<file path="config.mk">
export PLATFORM = sky130hd
export DESIGN_NAME = oate_rsp_buf_flat
export DESIGN_NICKNAME = d
export VERILOG_FILES = /design/src/hdl/ordered_array_table_engine_assert.svh /design/src/hdl/oate_pkg.sv /design/src/hdl/oate_rsp_if.sv /design/src/hdl/oate_rsp_buf.sv /design/src/flat_wrapper.sv
export SDC_FILE = /design/constraint.sdc
export NUM_CORES = 1
export LEC_CHECK = 0
export BUFFER_PORTS_ARGS = -buffer_cell sky130_fd_sc_hd__buf_4
export CAP_MARGIN = 10
export CORE_MARGIN = 4
export CORE_UTILIZATION = 42
export CTS_BUF_LIST = sky130_fd_sc_hd__clkbuf_2 sky130_fd_sc_hd__clkbuf_4 sky130_fd_sc_hd__clkbuf_8
export CTS_CLUSTER_DIAMETER = 80
export CTS_CLUSTER_SIZE = 40
export DETAILED_ROUTE_END_ITERATION = 10
export PLACE_DENSITY_LB_ADDON = 0.2
export SETUP_SLACK_MARGIN = 0.02
export SYNTH_ARGS = -nofsm -noshare
export SYNTH_HDL_FRONTEND = slang
export SYNTH_SLANG_ARGS = --single-unit
</file>
<file path="constraint.sdc">
create_clock -name clock -period 1.5 [get_ports clock]
set_clock_uncertainty 0.05 [all_clocks]
set_input_delay 0.375 -clock clock [delete_from_list [all_inputs] [get_ports clock]]
set_output_delay 0.375 -clock clock [all_outputs]
set_load 0.03 [all_outputs]
</file>
<file path="src/hdl/ordered_array_table_engine_assert.svh">
// Assertion macros for the ordered array table engine.
// Included by the top level; needs nothing else.
`ifndef ORDERED_ARRAY_TABLE_ENGINE_ASSERT_SVH
`define ORDERED_ARRAY_TABLE_ENGINE_ASSERT_SVH
`ifndef SYNTHESIS
`define OATE_ASSERT_IMP(label, clk, rst, ante, cons, msg) \
   label: assert property (@(posedge clk) disable iff (rst) (ante) |-> (cons)) \
      else $error(msg);
`define OATE_ASSERT_NXT(label, clk, rst, ante, cons, msg) \
   label: assert property (@(posedge clk) disable iff (rst) (ante) |=> (cons)) \
      else $error(msg);
`else
`define OATE_ASSERT_IMP(label, clk, rst, ante, cons, msg)
`define OATE_ASSERT_NXT(label, clk, rst, ante, cons, msg)
`endif
`endif

</file>
<file path="src/hdl/oate_pkg.sv">
// Shared types and codes of the ordered array table engine.
// No dependencies.
`default_nettype none

package oate_pkg;

   localparam logic [2:0] OP_APPEND = 3'd0;
   localparam logic [2:0] OP_INSERT = 3'd1;
   localparam logic [2:0] OP_REMOVE = 3'd2;
   localparam logic [2:0] OP_GET    = 3'd3;
   localparam logic [2:0] OP_UPDATE = 3'd4;
   localparam logic [2:0] OP_SEARCH = 3'd5;

   localparam logic [1:0] ST_OK    = 2'd0;
   localparam logic [1:0] ST_RANGE = 2'd1;
   localparam logic [1:0] ST_FULL  = 2'd2;
   localparam logic [1:0] ST_MISS  = 2'd3;

   typedef enum logic [2:0] {
      S_IDLE,
      S_SHIFT,
      S_FIN,
      S_GET,
      S_SCAN,
      S_DONE
   } oate_state_type;

   typedef struct packed {
      logic [1:0]         status;
      logic signed [31:0] read_value;
      logic [6:0]         found_position;
      logic [7:0]         fill_count;
      logic               is_full;
      logic               is_empty;
   } oate_rsp_type;

   typedef struct packed {
      logic         load;
      oate_rsp_type data;
   } oate_load_type;

endpackage

`default_nettype wire

</file>
<file path="src/hdl/oate_rsp_if.sv">
// Response channel of the ordered array table engine.
// No dependencies.
`default_nettype none

interface oate_rsp_if;
   logic               valid;
   logic               ready;
   logic [1:0]         status;
   logic signed [31:0] read_value;
   logic [6:0]         found_position;
   logic [7:0]         fill_count;
   logic               is_full;
   logic               is_empty;

   modport source (output valid, output status, output read_value,
                   output found_position, output fill_count, output is_full,
                   output is_empty, input ready);
   modport sink (input valid, input status, input read_value,
                 input found_position, input fill_count, input is_full,
                 input is_empty, output ready);
endinterface

`default_nettype wire

</file>
<file path="src/hdl/oate_rsp_buf.sv">
// Output register of the response channel; holds a result until transfer.
// Depends on oate_pkg and oate_rsp_if.
`default_nettype none

module oate_rsp_buf
   import oate_pkg::*;
(
   input  wire logic          clock,
   input  wire logic          reset,
   input  wire oate_load_type load_req,
   output logic               space,
   oate_rsp_if.source         rsp_if
);

   logic         valid_ff, valid_in;
   oate_rsp_type data_ff, data_in;

   assign space = !valid_ff || rsp_if.ready;

   always_comb begin
      valid_in = valid_ff;
      data_in  = data_ff;
      if (load_req.load && space) begin
         valid_in = 1'b1;
         data_in  = load_req.data;
      end else if (rsp_if.ready) begin
         valid_in = 1'b0;
      end
   end

   always_ff @(posedge clock) begin
      if (reset) begin
         valid_ff <= 1'b0;
      end else begin
         valid_ff <= valid_in;
      end
      data_ff <= data_in;
   end

   assign rsp_if.valid          = valid_ff;
   assign rsp_if.status         = data_ff.status;
   assign rsp_if.read_value     = data_ff.read_value;
   assign rsp_if.found_position = data_ff.found_position;
   assign rsp_if.fill_count     = data_ff.fill_count;
   assign rsp_if.is_full        = data_ff.is_full;
   assign rsp_if.is_empty       = data_ff.is_empty;

endmodule

`default_nettype wire
</file>
<file path="src/flat_wrapper.sv">
// flat-port wrapper written by rule: the top's interface ports become plain ports
module oate_rsp_buf_flat import oate_pkg::*;
  (clock, reset, load_req, space, rsp_if_valid, rsp_if_status, rsp_if_read_value, rsp_if_found_position, rsp_if_fill_count, rsp_if_is_full, rsp_if_is_empty, rsp_if_ready);
  oate_rsp_if rsp_if_i ();
  input  wire logic clock;
  input  wire logic reset;
  input  wire oate_load_type load_req;
  output logic space;
  output wire logic [$bits(rsp_if_i.valid)-1:0] rsp_if_valid;
  output wire logic [$bits(rsp_if_i.status)-1:0] rsp_if_status;
  output wire logic [$bits(rsp_if_i.read_value)-1:0] rsp_if_read_value;
  output wire logic [$bits(rsp_if_i.found_position)-1:0] rsp_if_found_position;
  output wire logic [$bits(rsp_if_i.fill_count)-1:0] rsp_if_fill_count;
  output wire logic [$bits(rsp_if_i.is_full)-1:0] rsp_if_is_full;
  output wire logic [$bits(rsp_if_i.is_empty)-1:0] rsp_if_is_empty;
  input wire logic [$bits(rsp_if_i.ready)-1:0] rsp_if_ready;
  assign rsp_if_valid = rsp_if_i.valid;
  assign rsp_if_status = rsp_if_i.status;
  assign rsp_if_read_value = rsp_if_i.read_value;
  assign rsp_if_found_position = rsp_if_i.found_position;
  assign rsp_if_fill_count = rsp_if_i.fill_count;
  assign rsp_if_is_full = rsp_if_i.is_full;
  assign rsp_if_is_empty = rsp_if_i.is_empty;
  assign rsp_if_i.ready = rsp_if_ready;
  oate_rsp_buf u_core (.clock(clock), .reset(reset), .load_req(load_req), .space(space), .rsp_if(rsp_if_i));
endmodule
</file>
==> flow_summary.yaml, run 1 <==
sta:
  finalCritPeriodShare_pct: 86.23
  fmax_ghz: 0.7731
  tns_ns: 0
  slew_headroom_pct: 90.32
  min_period_ns: 1.293
  slew_viol_final: 0
  hold_viol: 0
  whs_ns: 0.1807
  tightest_slew_ns: 0.1452
  setup_violations: 0
  rsz0062_at_grt: "false"
die:
  initial_utilization_pct: 43.34
  die_h_um: 69.46
  boundaryPins: 108
  core_area_mm2: 0.003661
  fp.dieW_um: 69.46
  num_rows: 22
  dieArea_mm2: 0.004825
clock_tree:
  cts_num_sinks: 52
  numCtsBuffers: 5
  clockBufferDepth: 2
  postCtsSetupBuffers: 0
  h-tree-depth: 2
  holdBufCountCts: 0
  root_buffer: "clkbuf_8"
  clock_latency_ns: 0.28
  clk_pin_slew_worst_paths_ns: 0.08
  post_cts_resized: 0
  cts_tree: "yes"
setup_path:
  path_delay_family: "flip-flops"
  cp_slowest_cell: "dfxtp_2"
  arrival_ns: 0.87
  cp_data_required_time_ns: 1.07
  crit_path_end_kind: "primary output"
  startpoint_type: "flip-flop"
  rrSetupSlack_ns: 0.38
  critical_path.max_fanout: 3
  slowest_delay_ns: 0.36
  crit_type: "flip-flop to primary output"
  path_buf_inv: 1
  cp_cell_sequence: "nand2b_4 > buf_4"
power_and_ir_drop:
  leakagePower_nw: 1.103
  vdd_drop_max_v: 0.0007637
  p_per_area_mw_per_mm2: 1134
synth:
  synth_nets: 111
  yosys-top-cells-area: "edfxtp_1 (97%), dfxtp_1 (1.3%), nand2b_4 (0.87%), a21oi_2 (0.55%), and2_4 (0.55%)"
  synth_top_cell_by_area: "edfxtp_1"
  synthFlopType: "edfxtp_1"
  synth_warnings: 0
  synth_cell_types: 6
  ys_seq_area_share_pct: 97.79
  ys_ff_latch: 52
  synth-async-reset-ratio_pct: 0
  synth_area_mm2: 0.001587
  synth_edf_count: 51
  synthCells: 56
  synth.avg_cell_area_um2: 28.33
  synth_top_area_share_pct: 96.53
  synth.most_common_cell: "edfxtp_1"
global_routing:
  grt_max_degree: 29
  grt_overflow: 0
  grt_use_total_pct: 13.01
  grt_pass1_wl_um: 4767
  first_global_vias: 995
  antenna_found_initial: 0
run_status:
  status: "finished clean"
placed_design:
  io_buffers: 107
  dp_cells: 213
  gp_congestion: 0.7053
layout:
  layout.nets: 227
  fin_cells: 221
  area_growth_pct: 62.78
  layout-drive-gt1-share_pct: 69.94
  antenna_cells: 0
route:
  vias: 964
  first_pass_iters: 4
  ant_nets: 0
  drc_errors: 0
  via_per_inst: 4.362
  drt_iter0_markers: 33
  wl_per_cell_um: 13.99
  drt_wl_total_um: 3092
worst_hold_path:
  hold_path.class: "input pin to flip-flop"
run:
  max_cap_violations: 0
## final timing paths
check	cells past startpoint	end	from
max	2	space	u_core.rsp_if.valid$_SDFFE_PP0P_
min	2	u_core.rsp_if.valid$_SDFFE_PP0P_	reset
max reg2reg	3	u_core.rsp_if.found_position[5]$_DFFE_PP_	u_core.rsp_if.valid$_SDFFE_PP0P_
min reg2reg	2	u_core.rsp_if.valid$_SDFFE_PP0P_	u_core.rsp_if.valid$_SDFFE_PP0P_
## flip-flops by register name, indices dropped and copies added (netlist names)
name and flops:
u_core.rsp_if.status 2, u_core.rsp_if.fill_count 8, u_core.rsp_if.valid 1, u_core.rsp_if.read_value 32, u_core.rsp_if.found_position 7, u_core.rsp_if.is_full 1, u_core.rsp_if.is_empty 1
## kinds of logic after synthesis
group                  after synthesis  share of synthesized area [%]
AO/OA/AOI/OAI                        1                         0.5522
flip-flops                          52                          97.79
AND/OR/NAND/NOR                      2                          1.419
buffers and inverters                1                         0.2364
## placed cells by master, fill, tap and decap left out
master,count
edfxtp_1,51
inv_1,1
dfxtp_2,1
buf_12,2
clkbuf_4,3
clkbuf_8,5
buf_4,107
a21oi_2,1
and2_4,1
nand2b_4,1
## final cells by class
class                   instances  area [um^2]
multi-input cells               3        31.28
clock buffers                   8        91.34
inverters                       1        3.754
fillers                       259         1079
repair buffers                109        843.3
well taps                      48        60.06
flip-flops and latches         52         1553
## stage by stage
stage	utilization [%]	cell area (um^2)	setup slack, ns	power, mW
2_1_floorplan	-	1588	0.04826	1.956
3_3_place_gp	68.05	2491	0.2222	2.202
3_5_place_dp	68.05	2491	0.1871	2.211
4_1_cts	70.54	2582	0.1910	2.966
5_1_grt	70.54	2582	0.1540	3.086
6_report	70.54	2582	0.2065	2.929
## routing by layer
layer | vias up | share of wire (%) | routed length, um | global-route usage, %
li1 | 452 | - | - | -
met1 | 436 | 33 | 1012 | 12.37
met2 | 71 | 51 | 1583 | 22.99
met3 | 5 | 15 | 463 | 7.681
met4 | 0 | 1.1 | 33 | 4.555
met5 | - | 0 | 0 | 0
## power by group
group	switching (mW)	internal [mW]	total [mW]
logic	0.250	0.204	0.454
registers	0.0224	1.69	1.72
clock network	0.372	0.386	0.757
total	0.644	2.28	2.93
Power figures use the tool's default switching activity.
==> run 2: changes to the inputs <==
- GPL_TIMING_DRIVEN: not set -> 0
==> run 2 against run 1 <==
Sequential power hardly changed. Count of clock-buffer cells in the layout unchanged. Die area is the same. Register-to-register slack worse by 0.27 ns. Global-route usage down 0.23 points. Cell area fell by 1.6%. Final cell count down 0.90%. Worst setup slack got worse by 0.098 ns. First-iteration DRC count rose by 15%. Largest cell class unchanged.
==> flow_summary.yaml, run 2 (same netlist as run 1, synthesis figures left out) <==
run_status:
  status: "finished clean"
layout:
  antenna_cells: 0
  multi_input_area_um2: 31.28
  fin_area_mm2: 0.002542
  post-route-util_pct: 69.45
  layout.nets: 225
  layout-drive-gt1-share_pct: 69.59
  fillers: 256
  final_cell_mix: "buf_4 (107), edfxtp_1 (51), clkbuf_8 (5)"
  final_common_cell: "buf_4"
  largest_reg_flops: 32
  area_growth_pct: 60.25
  ff_latch_area_mm2: 0.001553
setup_path:
  crit_type: "flip-flop to flip-flop"
  critical_path.max_fanout: 51
  cp_slowest_cell: "and2_4"
  cp_cell_sequence: "nand2b_4 > and2_4"
  cp_data_required_time_ns: 1.37
  slowest_delay_ns: 0.55
  crit_path_end_kind: "flip-flop"
  startpoint_type: "flip-flop"
  arrival_ns: 1.26
sta:
  rsz0062_at_grt: "false"
  whs_ns: 0.1820
  min_period_ns: 1.392
  fmax_ghz: 0.7185
  tns_ns: 0
  hold_viol: 0
  slew_viol_final: 0
  slew_headroom_pct: 58.79
  finalCritPeriodShare_pct: 92.79
  fin_ws_ns: 0.1082
  setup_violations: 0
  tightest_slew_ns: 0.6181
placed_design:
  place_area_mm2: 0.002451
  gp_congestion: 0.7142
  dp_slack_ns: -0.06613
  io_buffers: 107
global_routing:
  grt_use_total_pct: 12.78
  grt_max_degree: 52
  antenna_found_initial: 0
  grt_pass1_wl_um: 4692
  first_global_vias: 1012
  grt_overflow: 0
die:
  fp.dieW_um: 69.46
  dieArea_mm2: 0.004825
  core_area_mm2: 0.003661
  die_h_um: 69.46
  boundaryPins: 108
  num_rows: 22
  initial_utilization_pct: 43.34
route:
  first_pass_iters: 2
  vias: 935
  via_per_inst: 4.269
  drt_wl_total_um: 2952
  ant_nets: 0
  drc_errors: 0
  drt_iter0_markers: 38
  wl_per_cell_um: 13.48
worst_hold_path:
  hold_path.class: "input pin to flip-flop"
clock_tree:
  root_buffer: "clkbuf_8"
  clk_pin_slew_worst_paths_ns: 0.08
  clock_latency_ns: 0.28
  cts_num_sinks: 52
  holdBufCountCts: 0
  postCtsSetupBuffers: 0
  numCtsBuffers: 5
  post_cts_resized: 0
  clockBufferDepth: 2
  cts_tree: "yes"
  h-tree-depth: 2
power_and_ir_drop:
  vdd_drop_max_v: 0.0006605
  p_per_area_mw_per_mm2: 1145
  leakagePower_nw: 1.085
run:
  max_cap_violations: 0
run 2: critical path, delay by kind of cell (launching register included):
kind | cells | cell delay [ns]
flops | 1 | 0.34
simple gates | 2 | 0.62
run 2: final cells by class:
class | instances | area share (%)
timing repair buffer | 107 | 31.59
inverter | 1 | 0.1476
tap | 48 | 2.362
clock buffer | 8 | 3.593
sequential | 52 | 61.07
multi-input combinational | 3 | 1.230
run 2: worst paths after layout:
| path | from | end | slack (ns) | cells after the start |
|---|---|---|---|---|
| min | reset | u_core.rsp_if.valid$_SDFFE_PP0P_ | 0.18 | 2 |
| max | u_core.rsp_if.valid$_SDFFE_PP0P_ | u_core.rsp_if.fill_count[1]$_DFFE_PP_ | 0.11 | 2 |
| min reg2reg | u_core.rsp_if.valid$_SDFFE_PP0P_ | u_core.rsp_if.valid$_SDFFE_PP0P_ | 0.44 | 2 |
| max reg2reg | u_core.rsp_if.valid$_SDFFE_PP0P_ | u_core.rsp_if.fill_count[1]$_DFFE_PP_ | 0.11 | 2 |
run 2: metrics by stage:
stage / power, mW / cells
4_1_cts: 2.952 / 219
6_report: 2.911 / 219
3_3_place_gp: 2.186 / 211
2_1_floorplan: 1.956 / 56
5_1_grt: 3.057 / 219
3_5_place_dp: 2.196 / 211
run 2: routing by layer:
| metal | part of all wire, % | global-route usage [%] | up-vias |
|---|---|---|---|
| met5 | 0 | 0 | - |
| met2 | 52 | 22.56 | 71 |
| met4 | 1.3 | 5.857 | 0 |
| li1 | - | - | 448 |
| met1 | 32 | 11.53 | 411 |
| met3 | 15 | 7.536 | 5 |
run 2: report_power, final:
| part | internal, mW | switching (mW) |
|---|---|---|
| logic | 0.190 | 0.247 |
| registers | 1.70 | 0.0221 |
| clock network | 0.386 | 0.370 |
| total | 2.27 | 0.639 |
